**src/rtl/tkd_ram.sv**
```systemverilog
// ----------------------------------------------------------------------------
// tkd_ram
// Generic single write port RAM with one registered read port.
// ----------------------------------------------------------------------------
module tkd_ram #(
  parameter int unsigned Width = 8,
  parameter int unsigned Depth = 10
) (
  input  logic                     clk_i,
  input  logic                     we_i,
  input  logic [$clog2(Depth)-1:0] waddr_i,
  input  logic [Width-1:0]         wdata_i,
  input  logic [$clog2(Depth)-1:0] raddr_i,
  output logic [Width-1:0]         rdata_o
);

  logic [Width-1:0] mem_q [Depth];
  logic [Width-1:0] rdata_q;

  always_ff @(posedge clk_i) begin
    if (we_i) begin
      mem_q[waddr_i] <= wdata_i;
    end
    rdata_q <= mem_q[raddr_i];
  end

  assign rdata_o = rdata_q;

endmodule

```
**config.mk**
```make
export PLATFORM = sky130hd
export DESIGN_NAME = tkd_ram
export DESIGN_NICKNAME = d
export VERILOG_FILES = /design/src/rtl/tkd_ram.sv
export SDC_FILE = /design/constraint.sdc
export NUM_CORES = 1
export LEC_CHECK = 0
export ABC_AREA = 1
export BUFFER_PORTS_ARGS = -buffer_cell sky130_fd_sc_hd__buf_2
export CELL_PAD_IN_SITES_DETAIL_PLACEMENT = 1
export CELL_PAD_IN_SITES_GLOBAL_PLACEMENT = 1
export CORE_UTILIZATION = 25
export DETAILED_ROUTE_END_ITERATION = 8
export PLACE_DENSITY_LB_ADDON = 0.1
export SLEW_MARGIN = 10
export SYNTH_ARGS = -nofsm -noshare
export SYNTH_HDL_FRONTEND = slang
export SYNTH_SLANG_ARGS = --single-unit
```
**constraint.sdc**
```tcl
create_clock -name clk_i -period 1.57 [get_ports clk_i]
set_clock_uncertainty 0.2 [all_clocks]
set_input_delay 0.314 -clock clk_i [delete_from_list [all_inputs] [get_ports clk_i]]
set_output_delay 0.314 -clock clk_i [all_outputs]
set_load 0.05 [all_outputs]
```
==> results.ini <==
[logic_synthesis]
synth_fa_ha_area_frac = 0
synthSimpleGateAreaFrac = 0.197
synthCells = 335
syn-num-nets = 353
ys_ff_latch = 88
synth-xor-area-share = 0
synth.cell_area_sq_um = 3660
syn_avg_cell_area_sq_um = 10.9
ys_seq_area_frac = 0.699
yosysUniqueCellTypes = 15
synth-compound-area-share = 0.0109
synth_mux_area_frac = 0
yosysWarnings = 0
synth_top_family_by_area = simple AND/OR/NAND/NOR gates

[layout]
nFillCells = 1605
n_antenna_cell = 0
syn2layout_area_growth_pct = 19.9
seq_area_sq_um = 2560
drive_above_1_share = 0.178
instances_no_fill = 562
final_cell_mix = nand2_1 (85), edfxtp_1 (80), inv_1 (53)
fin_nets = 395
post-route-cell-area_sq_um = 4390
mostFrequentLayoutCell = nand2_1
multiInputGateArea_sq_um = 763

[power]
p_int_uw = 4170
peakVddDrop_uv = 587
p_seq_frac = 0.492
total_power_uw = 5350
switchingPower_uw = 1180
combPwrFrac = 0.076
power_density_nw_per_um2 = 1220
p_sw_frac = 0.220
p_clk_frac = 0.432
power.leakage_uw = 0.00184

[die]
fp.dieW_microns = 123
die_h_microns = 123
start_util = 0.260
rows = 43
fp.coreArea_sq_um = 14100
ioPinCount = 26
die-area_sq_um = 15100

[cts]
cts_resized = 0
cts_tree = built
clkTransAtPathRegs_ns = 0.07
htree_levels = 3
ctsHoldBuffers = 0
post_cts_buffers = 0
cts_inserted_buffers = 9
clk_path_buf_depth = 2
cts-root-buf = clkbuf_16
clock-sinks = 88
clk_latency_ns = 0.35

[detailed_routing]
drc = 0
drt-vias-per-instance = 4.27
ant_nets = 0
wl_mm = 9.55
vias = 2397
wire_per_inst_microns = 17.0
drt_iter0_markers = 92
drtPass1Iterations = 4

[worst_setup_path]
required_ns = 1.06
critPathTopFamily = flip-flops
path_class = reg2out
endpoint_kind = output pin
r2r_cells = 6
crit_end = rdata_o[1]
crit_cells = 1
slowest_delay_ns = 0.34
cp.arrival_ns = 0.95
ff2ff_setup_slack_ns = 0.39
slowest_stage = dfxtp_1
cp-start-kind = register
crit_buf_inv = 1
crit_chain = buf_2
cp_max_fo = 1
reg2reg_to = rdata_o[0]
crit_path_start = rdata_o[1]
reg2reg_from = mem_q[7][0]

[status]
status = finished, final reports clean

[run]
drv_cap = 0

[timing]
slew_headroom = 0.788
min_period_ns = 1.46
slew_viol_final = 0
fin_tns_setup_ns = 0
fmax_mhz = 683
period_share = 0.932
tightest_slew_ns = 0.318
rsz0062_at_grt = false
final-setup-viol-count = 0
hold_violations = 0

[global_routing]
grt_pass1_vias = 2526
grt_pass1_wl_mm = 14.6
antenna_found_initial = 0
grt_overflow = 0
grtUsageTotal = 0.143
grt_max_degree = 41

[place]
dp_hpwl_mm = 6.51
post_dp_cell_area_sq_um = 4080
io_buffers = 25
gp_congestion = 0.706
dp_cells = 546

[worst_hold_path]
hp-class = in2reg

registers in the layout (all words and copies together), names as in the netlist:
| signal | cells |
|---|---|
| mem_q | 80 |
| rdata_o | 8 |
cell families (layout without fill, tap and decap cells):
family                 after synthesis  in the layout
AOI/OAI and AO/OA                    8              8
buffers and inverters               69            116
DFF                                 88             88
and+or+nand+nor                    170            170
final cells by class:
type,count,share of cell area
clock inverters,3,0.0154
repair buffers,45,0.0712
clock buffers,13,0.0570
multi-input cells,178,0.174
flip-flops and latches,88,0.583
well taps,180,0.0513
inverters,55,0.0481
worst register-to-register path: stages (launching register included):
cell and delay, ns:
edfxtp_1 0.36, inv_1 0.06, nand2_1 0.04, nand3_1 0.15, nand3_1 0.09, nand3_1 0.10, nand2_1 0.06
metrics by stage:
| stage | hold slack [ns] | setup slack, ns | util |
|---|---|---|---|
| 2_1_floorplan | 0.213 | 0.105 | - |
| 3_3_place_gp | 0.256 | 0.0191 | 0.289 |
| 3_5_place_dp | 0.259 | 0.00127 | 0.289 |
| 4_1_cts | 0.0947 | 0.0652 | 0.312 |
| 5_1_grt | 0.120 | 0.0554 | 0.312 |
| 6_report | 0.102 | 0.107 | 0.312 |
Yosys cell counts:
cell	instances	share of area
edfxtp_1	80	0.66
inv_2	1	0.0010
buf_8	1	0.0041
o21ai_0	8	0.011
inv_1	53	0.054
inv_6	1	0.0024
nand3b_1	1	0.0020
buf_2	3	0.0041
buf_6	6	0.018
nand3_1	49	0.067
dfxtp_1	8	0.044
buf_4	4	0.0082
nor2_1	27	0.028
nand2_1	85	0.087
nand2_2	8	0.014
power groups by stage:
stage          Sequential (uW)  Clock [uW]  Combinational [uW]
2_1_floorplan             2750           0                 187
3_3_place_gp              2680           0                 419
3_5_place_dp              2680           0                 423
4_1_cts                   2630        2380                 424
5_1_grt                   2640        2460                 457
6_report                  2630        2310                 408
worst min path at each step:
stage,from,endpoint,slack [ns],cells after the start
5_1_grt,wdata_i[6],mem_q[8][6],0.12,1
2_1_floorplan,wdata_i[0],mem_q[0][0],0.21,0
6_report,wdata_i[6],mem_q[4][6],0.10,1
3_5_place_dp,mem_q[9][5],rdata_o[5],0.26,2
3_3_place_gp,mem_q[9][4],rdata_o[4],0.26,2
4_1_cts,wdata_i[6],mem_q[4][6],0.09,1
routing by layer:
metal,track usage,wire length [microns],up-vias
met5,0,0,-
met4,0.0587,160,0
met3,0.0337,272,11
met2,0.256,4950,30
met1,0.162,4170,1187
li1,-,-,1169
(Power assumes the default switching activity.)
